<file path="config.mk">
export PLATFORM = sky130hd
export DESIGN_NAME = species_grouped_vector_mean
export DESIGN_NICKNAME = d
export VERILOG_FILES = /design/src/rtl/core/sgvm_pkg.sv /design/src/rtl/core/sgvm_front.sv /design/src/rtl/core/sgvm_queue.sv /design/src/rtl/core/sgvm_div.sv /design/src/rtl/core/sgvm_back.sv /design/src/rtl/core/species_grouped_vector_mean.sv
export SDC_FILE = /design/constraint.sdc
export NUM_CORES = 2
export LEC_CHECK = 0
export ABC_AREA = 1
export BUFFER_PORTS_ARGS = -buffer_cell sky130_fd_sc_hd__buf_2
export CAP_MARGIN = 5
export CORE_AREA = 4 4 322 324
export DETAILED_ROUTE_END_ITERATION = 8
export DIE_AREA = 0 0 326 328
export PLACE_DENSITY = 0.73
export SLEW_MARGIN = 20
export SYNTH_ARGS = -nofsm -noshare
export SYNTH_HDL_FRONTEND = slang
export SYNTH_SLANG_ARGS = --single-unit
</file>
<file path="constraint.sdc">
create_clock -name clk -period 5.8 [get_ports clk]
set_input_delay 0.58 -clock clk [delete_from_list [all_inputs] [get_ports clk]]
set_output_delay 0.58 -clock clk [all_outputs]
set_load 0.05 [all_outputs]
</file>
<file path="src/rtl/core/sgvm_pkg.sv">
// Package for the species-grouped vector mean block.
// Holds sizes, group and species codes, and the request, command and divider structs.
// No dependencies.
package sgvm_pkg;

  // sizing
  localparam int MAX_ATOMS = 65536;
  localparam int COMP_W    = 16;
  localparam int SPECIES_W = 8;
  localparam int COUNT_W   = $clog2(MAX_ATOMS + 1);
  localparam int SUM_W     = COMP_W + COUNT_W;
  localparam int MAG_W     = SUM_W - 1;
  localparam int QMAG_W    = COMP_W + 1;
  localparam int STEP_W    = $clog2(MAG_W);
  localparam int GROUPS    = 3;
  localparam int AXES      = 3;
  localparam int SEL_W     = $clog2(GROUPS * AXES);

  // command queue (depth is a power of two)
  localparam int Q_DEPTH  = 4;
  localparam int Q_PTR_W  = $clog2(Q_DEPTH);
  localparam int Q_CNT_W  = $clog2(Q_DEPTH + 1);

  // group codes on the result
  localparam logic [1:0] GRP_ALL = 2'd0;
  localparam logic [1:0] GRP_S0  = 2'd1;
  localparam logic [1:0] GRP_S1  = 2'd2;

  localparam logic [1:0] AXIS_LAST = 2'(AXES - 1);

  // species codes
  localparam logic [SPECIES_W-1:0] SPECIES_FIRST  = 8'd0;
  localparam logic [SPECIES_W-1:0] SPECIES_SECOND = 8'd1;

  typedef struct packed {
    logic                     carries_atom;
    logic [SPECIES_W-1:0]     species_code;
    logic signed [COMP_W-1:0] x_component;
    logic signed [COMP_W-1:0] y_component;
    logic signed [COMP_W-1:0] z_component;
    logic                     end_of_set;
  } atom_t;

  typedef struct packed {
    logic [1:0]               group;
    logic signed [COMP_W-1:0] mean_x;
    logic signed [COMP_W-1:0] mean_y;
    logic signed [COMP_W-1:0] mean_z;
    logic                     last_of_run;
  } mean_t;

  // classified request as held in the queue
  typedef struct packed {
    logic                     add_all;
    logic                     add_s0;
    logic                     add_s1;
    logic signed [COMP_W-1:0] x;
    logic signed [COMP_W-1:0] y;
    logic signed [COMP_W-1:0] z;
    logic                     closes;
  } cmd_t;

  typedef struct packed {
    logic full;
    logic empty;
  } qstat_t;

  typedef struct packed {
    logic                    start;
    logic signed [SUM_W-1:0] dividend;
    logic [COUNT_W-1:0]      divisor;
  } div_req_t;

  typedef struct packed {
    logic                     done;
    logic signed [COMP_W-1:0] quotient;
  } div_rsp_t;

endpackage

</file>
<file path="src/rtl/core/sgvm_front.sv">
// Front end: takes requests, tracks the set's atom count for the overflow drop
// and turns each request into a queue command. Uses sgvm_pkg.
module sgvm_front (
  input  logic            clk,
  input  logic            rst,
  input  sgvm_pkg::atom_t atom,
  input  logic            atom_valid,
  output logic            atom_ready,
  input  sgvm_pkg::qstat_t qstat,
  output logic            push,
  output sgvm_pkg::cmd_t  cmd
);

  logic [sgvm_pkg::COUNT_W-1:0] count;
  logic [sgvm_pkg::COUNT_W-1:0] count_next;
  logic accept;
  logic room;
  logic take;

  assign atom_ready = !qstat.full;
  assign accept     = atom_valid && atom_ready;
  assign room       = count < sgvm_pkg::COUNT_W'(sgvm_pkg::MAX_ATOMS);
  assign take       = atom.carries_atom && room;

  always_comb begin
    cmd.add_all = take;
    cmd.add_s0  = take && (atom.species_code == sgvm_pkg::SPECIES_FIRST);
    cmd.add_s1  = take && (atom.species_code == sgvm_pkg::SPECIES_SECOND);
    cmd.x       = atom.x_component;
    cmd.y       = atom.y_component;
    cmd.z       = atom.z_component;
    cmd.closes  = atom.end_of_set;
  end

  // requests with neither an atom taken nor a close do nothing downstream
  assign push = accept && (take || atom.end_of_set);

  always_comb begin
    count_next = count;
    if (accept) begin
      if (atom.end_of_set) begin
        count_next = '0;
      end else if (take) begin
        count_next = count + sgvm_pkg::COUNT_W'(1);
      end
    end
  end

  always_ff @(posedge clk) begin
    if (rst) begin
      count <= '0;
    end else begin
      count <= count_next;
    end
  end

endmodule

</file>
<file path="src/rtl/core/sgvm_queue.sv">
// Short command FIFO between front and back end.
// Uses sgvm_pkg for the command struct and depth.
module sgvm_queue (
  input  logic             clk,
  input  logic             rst,
  input  logic             push,
  input  sgvm_pkg::cmd_t   wr_cmd,
  input  logic             pop,
  output sgvm_pkg::cmd_t   head,
  output sgvm_pkg::qstat_t qstat
);

  sgvm_pkg::cmd_t               mem [sgvm_pkg::Q_DEPTH];
  logic [sgvm_pkg::Q_PTR_W-1:0] wr_ptr;
  logic [sgvm_pkg::Q_PTR_W-1:0] rd_ptr;
  logic [sgvm_pkg::Q_CNT_W-1:0] fill;

  assign qstat.full  = fill == sgvm_pkg::Q_CNT_W'(sgvm_pkg::Q_DEPTH);
  assign qstat.empty = fill == '0;
  assign head        = mem[rd_ptr];

  always_ff @(posedge clk) begin
    if (push) begin
      mem[wr_ptr] <= wr_cmd;
    end
  end

  always_ff @(posedge clk) begin
    if (rst) begin
      wr_ptr <= '0;
      rd_ptr <= '0;
      fill   <= '0;
    end else begin
      if (push) begin
        wr_ptr <= wr_ptr + sgvm_pkg::Q_PTR_W'(1);
      end
      if (pop) begin
        rd_ptr <= rd_ptr + sgvm_pkg::Q_PTR_W'(1);
      end
      unique case ({push, pop})
        2'b10:   fill <= fill + sgvm_pkg::Q_CNT_W'(1);
        2'b01:   fill <= fill - sgvm_pkg::Q_CNT_W'(1);
        default: fill <= fill;
      endcase
    end
  end

endmodule

</file>
<file path="src/rtl/core/sgvm_div.sv">
// Shared signed divider, restoring, one quotient bit per cycle, truncating toward zero.
// A zero divisor yields zero. Uses sgvm_pkg for widths and structs.
module sgvm_div (
  input  logic               clk,
  input  logic               rst,
  input  sgvm_pkg::div_req_t req,
  output sgvm_pkg::div_rsp_t rsp
);

  logic                          busy;
  logic                          done;
  logic                          neg;
  logic                          zero;
  logic [sgvm_pkg::STEP_W-1:0]   step;
  logic [sgvm_pkg::COUNT_W-1:0]  dvs;
  logic [sgvm_pkg::COUNT_W-1:0]  rem;
  logic [sgvm_pkg::MAG_W-1:0]    q;

  logic [sgvm_pkg::SUM_W-1:0]    dv_u;
  logic [sgvm_pkg::SUM_W-1:0]    dv_neg;
  logic [sgvm_pkg::MAG_W-1:0]    mag;
  logic [sgvm_pkg::COUNT_W:0]    shifted;
  logic [sgvm_pkg::COUNT_W+1:0]  diff;
  logic                          fits;
  logic [sgvm_pkg::QMAG_W-1:0]   qmag;
  logic [sgvm_pkg::QMAG_W-1:0]   qneg;

  assign dv_u   = req.dividend;
  assign dv_neg = sgvm_pkg::SUM_W'(0) - dv_u;
  assign mag    = dv_u[sgvm_pkg::SUM_W-1] ? dv_neg[sgvm_pkg::MAG_W-1:0]
                                          : dv_u[sgvm_pkg::MAG_W-1:0];

  assign shifted = {rem, q[sgvm_pkg::MAG_W-1]};
  assign diff    = {1'b0, shifted} - {2'b00, dvs};
  assign fits    = !diff[sgvm_pkg::COUNT_W+1];

  assign qmag = q[sgvm_pkg::QMAG_W-1:0];
  assign qneg = sgvm_pkg::QMAG_W'(0) - qmag;

  assign rsp.done     = done;
  assign rsp.quotient = zero ? '0
                      : (neg ? qneg[sgvm_pkg::COMP_W-1:0] : qmag[sgvm_pkg::COMP_W-1:0]);

  always_ff @(posedge clk) begin
    if (rst) begin
      busy <= 1'b0;
      done <= 1'b0;
    end else begin
      done <= 1'b0;
      if (req.start) begin
        busy <= 1'b1;
        step <= '0;
        q    <= mag;
        rem  <= '0;
        dvs  <= req.divisor;
        neg  <= dv_u[sgvm_pkg::SUM_W-1];
        zero <= req.divisor == '0;
      end else if (busy) begin
        rem  <= fits ? diff[sgvm_pkg::COUNT_W-1:0] : shifted[sgvm_pkg::COUNT_W-1:0];
        q    <= {q[sgvm_pkg::MAG_W-2:0], fits};
        step <= step + sgvm_pkg::STEP_W'(1);
        if (step == sgvm_pkg::STEP_W'(sgvm_pkg::MAG_W - 1)) begin
          busy <= 1'b0;
          done <= 1'b1;
        end
      end
    end
  end

endmodule

</file>
<file path="src/rtl/core/sgvm_back.sv">
// Back end: applies queued commands to the group sums and counts, and on a close
// runs nine divisions and emits three results. Uses sgvm_pkg.
module sgvm_back (
  input  logic               clk,
  input  logic               rst,
  input  sgvm_pkg::cmd_t     head,
  input  sgvm_pkg::qstat_t   qstat,
  output logic               pop,
  output sgvm_pkg::div_req_t dreq,
  input  sgvm_pkg::div_rsp_t drsp,
  output sgvm_pkg::mean_t    mean,
  output logic               mean_valid,
  input  logic               mean_ready
);

  typedef enum logic [3:0] {
    ST_RUN   = 4'b0001,
    ST_START = 4'b0010,
    ST_WAIT  = 4'b0100,
    ST_EMIT  = 4'b1000
  } state_t;

  state_t                               state;
  logic signed [sgvm_pkg::SUM_W-1:0]    sums [sgvm_pkg::GROUPS * sgvm_pkg::AXES];
  logic [sgvm_pkg::COUNT_W-1:0]         cnt  [sgvm_pkg::GROUPS];
  logic signed [sgvm_pkg::COMP_W-1:0]   res  [sgvm_pkg::AXES];
  logic [sgvm_pkg::SEL_W-1:0]           sel;
  logic [1:0]                           axis;
  logic [1:0]                           grp;
  logic signed [sgvm_pkg::SUM_W-1:0]    vec  [sgvm_pkg::AXES];
  logic                                 out_free;
  logic                                 emit;

  localparam int EXT_W = sgvm_pkg::SUM_W - sgvm_pkg::COMP_W;

  assign vec[0] = {{EXT_W{head.x[sgvm_pkg::COMP_W-1]}}, head.x};
  assign vec[1] = {{EXT_W{head.y[sgvm_pkg::COMP_W-1]}}, head.y};
  assign vec[2] = {{EXT_W{head.z[sgvm_pkg::COMP_W-1]}}, head.z};

  assign pop      = (state == ST_RUN) && !qstat.empty;
  assign out_free = !mean_valid || mean_ready;
  assign emit     = (state == ST_EMIT) && out_free;

  assign dreq.start    = state == ST_START;
  assign dreq.dividend = sums[sel];
  assign dreq.divisor  = cnt[grp];

  always_ff @(posedge clk) begin
    if (rst) begin
      state      <= ST_RUN;
      mean_valid <= 1'b0;
      sel        <= '0;
      axis       <= '0;
      grp        <= sgvm_pkg::GRP_ALL;
      for (int i = 0; i < sgvm_pkg::GROUPS * sgvm_pkg::AXES; i++) begin
        sums[i] <= '0;
      end
      for (int g = 0; g < sgvm_pkg::GROUPS; g++) begin
        cnt[g] <= '0;
      end
    end else begin
      if (emit) begin
        mean_valid <= 1'b1;
      end else if (mean_ready) begin
        mean_valid <= 1'b0;
      end
      unique case (state)
        ST_RUN: begin
          if (pop) begin
            if (head.add_all) begin
              for (int a = 0; a < sgvm_pkg::AXES; a++) begin
                sums[a] <= sums[a] + vec[a];
              end
              cnt[0] <= cnt[0] + sgvm_pkg::COUNT_W'(1);
            end
            if (head.add_s0) begin
              for (int a = 0; a < sgvm_pkg::AXES; a++) begin
                sums[sgvm_pkg::AXES + a] <= sums[sgvm_pkg::AXES + a] + vec[a];
              end
              cnt[1] <= cnt[1] + sgvm_pkg::COUNT_W'(1);
            end
            if (head.add_s1) begin
              for (int a = 0; a < sgvm_pkg::AXES; a++) begin
                sums[2 * sgvm_pkg::AXES + a] <= sums[2 * sgvm_pkg::AXES + a] + vec[a];
              end
              cnt[2] <= cnt[2] + sgvm_pkg::COUNT_W'(1);
            end
            if (head.closes) begin
              state <= ST_START;
              sel   <= '0;
              axis  <= '0;
              grp   <= sgvm_pkg::GRP_ALL;
            end
          end
        end
        ST_START: begin
          state <= ST_WAIT;
        end
        ST_WAIT: begin
          if (drsp.done) begin
            res[axis] <= drsp.quotient;
            sel       <= sel + sgvm_pkg::SEL_W'(1);
            if (axis == sgvm_pkg::AXIS_LAST) begin
              state <= ST_EMIT;
            end else begin
              axis  <= axis + 2'd1;
              state <= ST_START;
            end
          end
        end
        ST_EMIT: begin
          if (out_free) begin
            mean.group       <= grp;
            mean.mean_x      <= res[0];
            mean.mean_y      <= res[1];
            mean.mean_z      <= res[2];
            mean.last_of_run <= grp == sgvm_pkg::GRP_S1;
            if (grp == sgvm_pkg::GRP_S1) begin
              for (int i = 0; i < sgvm_pkg::GROUPS * sgvm_pkg::AXES; i++) begin
                sums[i] <= '0;
              end
              for (int g = 0; g < sgvm_pkg::GROUPS; g++) begin
                cnt[g] <= '0;
              end
              state <= ST_RUN;
            end else begin
              grp   <= grp + 2'd1;
              axis  <= '0;
              state <= ST_START;
            end
          end
        end
        default: begin
          state <= ST_RUN;
        end
      endcase
    end
  end

endmodule

</file>
<file path="src/rtl/core/species_grouped_vector_mean.sv">
// Species-grouped vector mean. Each request carries at most one atom (species code
// plus x, y, z moments in signed Q1.15) and may close the set. Atoms are summed per
// component for three groups: all atoms, species 0 and species 1; other species add
// to the all-atoms group only, and atoms beyond MAX_ATOMS in one set are dropped.
// A closing request first takes its own atom, then yields three results in the
// order all, species 0, species 1, each holding sum / count truncated toward zero
// (zeros for an empty group), the last one flagged by last_of_run; sums and counts
// then clear. Rate: atoms are taken one per cycle while the command queue has room.
// A close runs the nine divisions one after another on the single restoring divider,
// which produces one quotient bit per cycle over a 32-bit magnitude; during that
// time a four-entry command queue keeps taking requests until it fills.
// Uses sgvm_pkg, sgvm_front, sgvm_queue, sgvm_div, sgvm_back.
module species_grouped_vector_mean (
  input  logic            clk,
  input  logic            rst,
  input  sgvm_pkg::atom_t atom,
  input  logic            atom_valid,
  output logic            atom_ready,
  output sgvm_pkg::mean_t mean,
  output logic            mean_valid,
  input  logic            mean_ready
);

  // front to queue
  logic               push;
  sgvm_pkg::cmd_t     wr_cmd;
  sgvm_pkg::qstat_t   qstat;

  // queue to back
  logic               pop;
  sgvm_pkg::cmd_t     head;

  // back to divider
  sgvm_pkg::div_req_t dreq;
  sgvm_pkg::div_rsp_t drsp;

  // classifies each request and decides whether the atom still fits in the set
  sgvm_front u_front (
    .clk        (clk),
    .rst        (rst),
    .atom       (atom),
    .atom_valid (atom_valid),
    .atom_ready (atom_ready),
    .qstat      (qstat),
    .push       (push),
    .cmd        (wr_cmd)
  );

  // decouples request intake from accumulation and division
  sgvm_queue u_queue (
    .clk    (clk),
    .rst    (rst),
    .push   (push),
    .wr_cmd (wr_cmd),
    .pop    (pop),
    .head   (head),
    .qstat  (qstat)
  );

  // one shared divider for all nine means
  sgvm_div u_div (
    .clk (clk),
    .rst (rst),
    .req (dreq),
    .rsp (drsp)
  );

  // accumulators, division sequencing and the result register
  sgvm_back u_back (
    .clk        (clk),
    .rst        (rst),
    .head       (head),
    .qstat      (qstat),
    .pop        (pop),
    .dreq       (dreq),
    .drsp       (drsp),
    .mean       (mean),
    .mean_valid (mean_valid),
    .mean_ready (mean_ready)
  );

  // the front must never write into a full queue
  a_no_overflow: assert property (@(posedge clk) disable iff (rst)
    push |-> !qstat.full)
    else $error("command written into full queue");

  // the back end must never read an empty queue
  a_no_underflow: assert property (@(posedge clk) disable iff (rst)
    pop |-> !qstat.empty)
    else $error("command read from empty queue");

  // only the species-1 result closes a run
  a_last_flag: assert property (@(posedge clk) disable iff (rst)
    mean_valid |-> (mean.last_of_run == (mean.group == sgvm_pkg::GRP_S1)))
    else $error("last_of_run does not match group");

endmodule

</file>
==> results.md <==
- Syn nets: 6492
- Detail Placement HPWL: 113000 um
- Chip Height: 328 um
- Clock tree buffer depth: 3
- Largest net degree at the start of global routing: 163
- Critical path class: flop to flop
- Cts repair resizes: 0
- DRT antenna net count: 0
- Max-Cap Viols: 0
- Initial Utilization: 49.7%
- CTS tree: done
- Cts hold-fix bufs: 0
- FF+latch count, synth: 775
- Final Max Slew Viols: 0
- Layout cells sized above 1: 5.98%
- Number of synthesized flops with an enable pin: 728
- First-pass GRT wire length: 230000 um
- Root Buffer: clkbuf_16
- Worst Hold Class: primary input to flop
- GP Congestion: 1.05
- Fill cell instance count of the final layout: 9232
- Placement Rows: 117
- CP required: 6190 ps
- Clk sinks: 775
- Final core occ: 54.6%
- Detail-routed via count per cell: 5.79
- GR Util All Layers: 27.2%
- Core area: 101000 um^2
- Mean Syn Cell Area: 8.24 um^2
- Least-Margin Pin Slew: 1210 ps
- Top post-synthesis cells by count: nand2_1 (1219), nor2_1 (758), edfxtp_1 (728), inv_1 (651), a21oi_1 (602)
- Fmax: 211 MHz
- Synth top area share: 43.5%
- Drt pass-1 iters: 6
- Overflow after GRT: 0
- Final hold vios: 0
- DRC Markers: 0
- Number of global-route vias before repair: 40847
- DR vias: 44236
- Rel. slew slack: 19.3%
- Num CTS Buffers: 89
- Clock slew at reported path FFs: 60 ps
- Synth warnings: 0
- Area leader, netlist: edfxtp_1
- Final min period: 4730 ps
- Ant. Diodes: 0
- Clock Skews: 58.8 ps
- Worst setup SP type: flop
- # IOs: 115
- Total Routed Length: 151000 um
- Count of cell types in the netlist: 55
- CP max FO: 49
- Setup TNS: 0 ps
- Initial antenna violation count: 0
- Area Growth Syn to Fin: 9.97%
- Ranking of synthesized cells by area: edfxtp_1 (44%), nand2_1 (9.1%), ha_1 (8.0%)
- RSZ-0062 raised after global routing: false
- Final period utilization: 81.6%
- Skew-Pair Late Insertion Delay: 700 ps
- Buffers on Ports: 114
- Top-count cell post-synth: nand2_1
- Post-CTS Setup Inserts: 0
- Critical Path Sink Type: flop
- H-tree Lvls: 3
- Synth async-reset ratio: 0%
- Synthesized instance count: 6096
- Synthesized area: 50200 um^2
- Outcome: complete, no violations
- Top FF cell, synth: edfxtp_1
- Part of the Yosys area used for sequential elements: 45.4%
- Setup WS post-layout: 1070 ps
- WL/cell: 19.7 um
- CP arrival: 5120 ps
- Drt initial violations: 4510
- Final nets: 6593
- Post-Place Worst Slack: 1240 ps
- Final setup fails: 0
- Die width: 326 um
- Die area: 107000 um^2
-- state kept, by name (all words and copies together) (netlist names), 2 cells and up, named ones only --
register	count
u_back.sums	297
u_queue.mem	208
u_back.cnt	51
mean	48
u_back.res	48
u_div.q	32
u_div.dvs	17
u_div.rem	17
u_front.count	17
u_div.step	5
u_back.sel	4
u_back.state	4
u_back.mean	3
u_queue.fill	3
u_back.axis	2
u_back.grp	2
u_queue.rd_ptr	2
u_queue.wr_ptr	2
-- layer usage --
metal / part of all wire (%) / vias up / track usage, %
li1: - / 21434 / -
met1: 42 / 20591 / 36.9
met2: 44 / 1880 / 43.0
met3: 7.8 / 331 / 4.03
met4: 5.4 / 0 / 13.3
met5: 0 / - / 0
-- critical path: stages (launching register included) --
cell and delay, ps:
dfxtp_2 320, inv_2 450, buf_4 530, o21ai_0 140
o22ai_1 800, ha_1 450, a21oi_1 240, a21boi_0 360
inv_1 80, nand2_1 70, o211ai_1 170, a21oi_1 340
o21ai_0 170, o21ai_0 180, a21oi_1 60
-- layout make-up --
cell class              count  area [um^2]  area share, %
inverters                 665         2500           4.53
clock buffers             115         2460           4.45
flip-flops and latches    775        22800           41.3
multi-input cells        4501        24200           43.9
repair buffers            165          991           1.79
well taps                1368         1710           3.10
clock inverters            48          541          0.979
-- placed cells by master, fill, tap and decap left out, drive strengths merged, types with 87 or more instances in the layout --
cell	n
inv	665
clkbuf	115
o21ai	549
nand3	331
nor2	770
buf	165
a21oi	602
ha	323
nand2	1226
edfxtp	728
nor3	87
-- through the flow --
stage / instance area [um^2] / hold slack, ps / std cells
finish: 55200 / 94.0 / 7637
global route: 55200 / 78.6 / 7637
CTS: 55200 / 53.6 / 7637
detailed placement: 52200 / 405 / 7474
global placement: 52200 / 400 / 7474
floorplan: 50200 / 400 / 6096
-- final timing paths --
kind / cells after the start / slack (ps) / from / end
min reg2reg: 0 / 420 / u_back.res[2][3] / mean[4]
max: 14 / 1070 / flop / u_back.sums[8][17]
min: 1 / 90 / atom[45] / u_queue.mem[1][45]
max reg2reg: 14 / 1070 / flop / u_back.sums[8][17]
-- cells by family after synthesis --
kind of cell             count (synthesis)  synth area share, %
adder cells (fa/ha/maj)                334                 8.49
flip-flops                             775                 45.4
XOR/XNOR                                96                 1.67
AO/OA/AOI/OAI                         1493                 16.5
AND/OR/NAND/NOR                       2578                 21.4
buffers and inverters                  820                 6.54
Power is left out: the tool's default activity adds up to more than one toggle a clock period on the data nets, which glitch-free logic cannot reach.
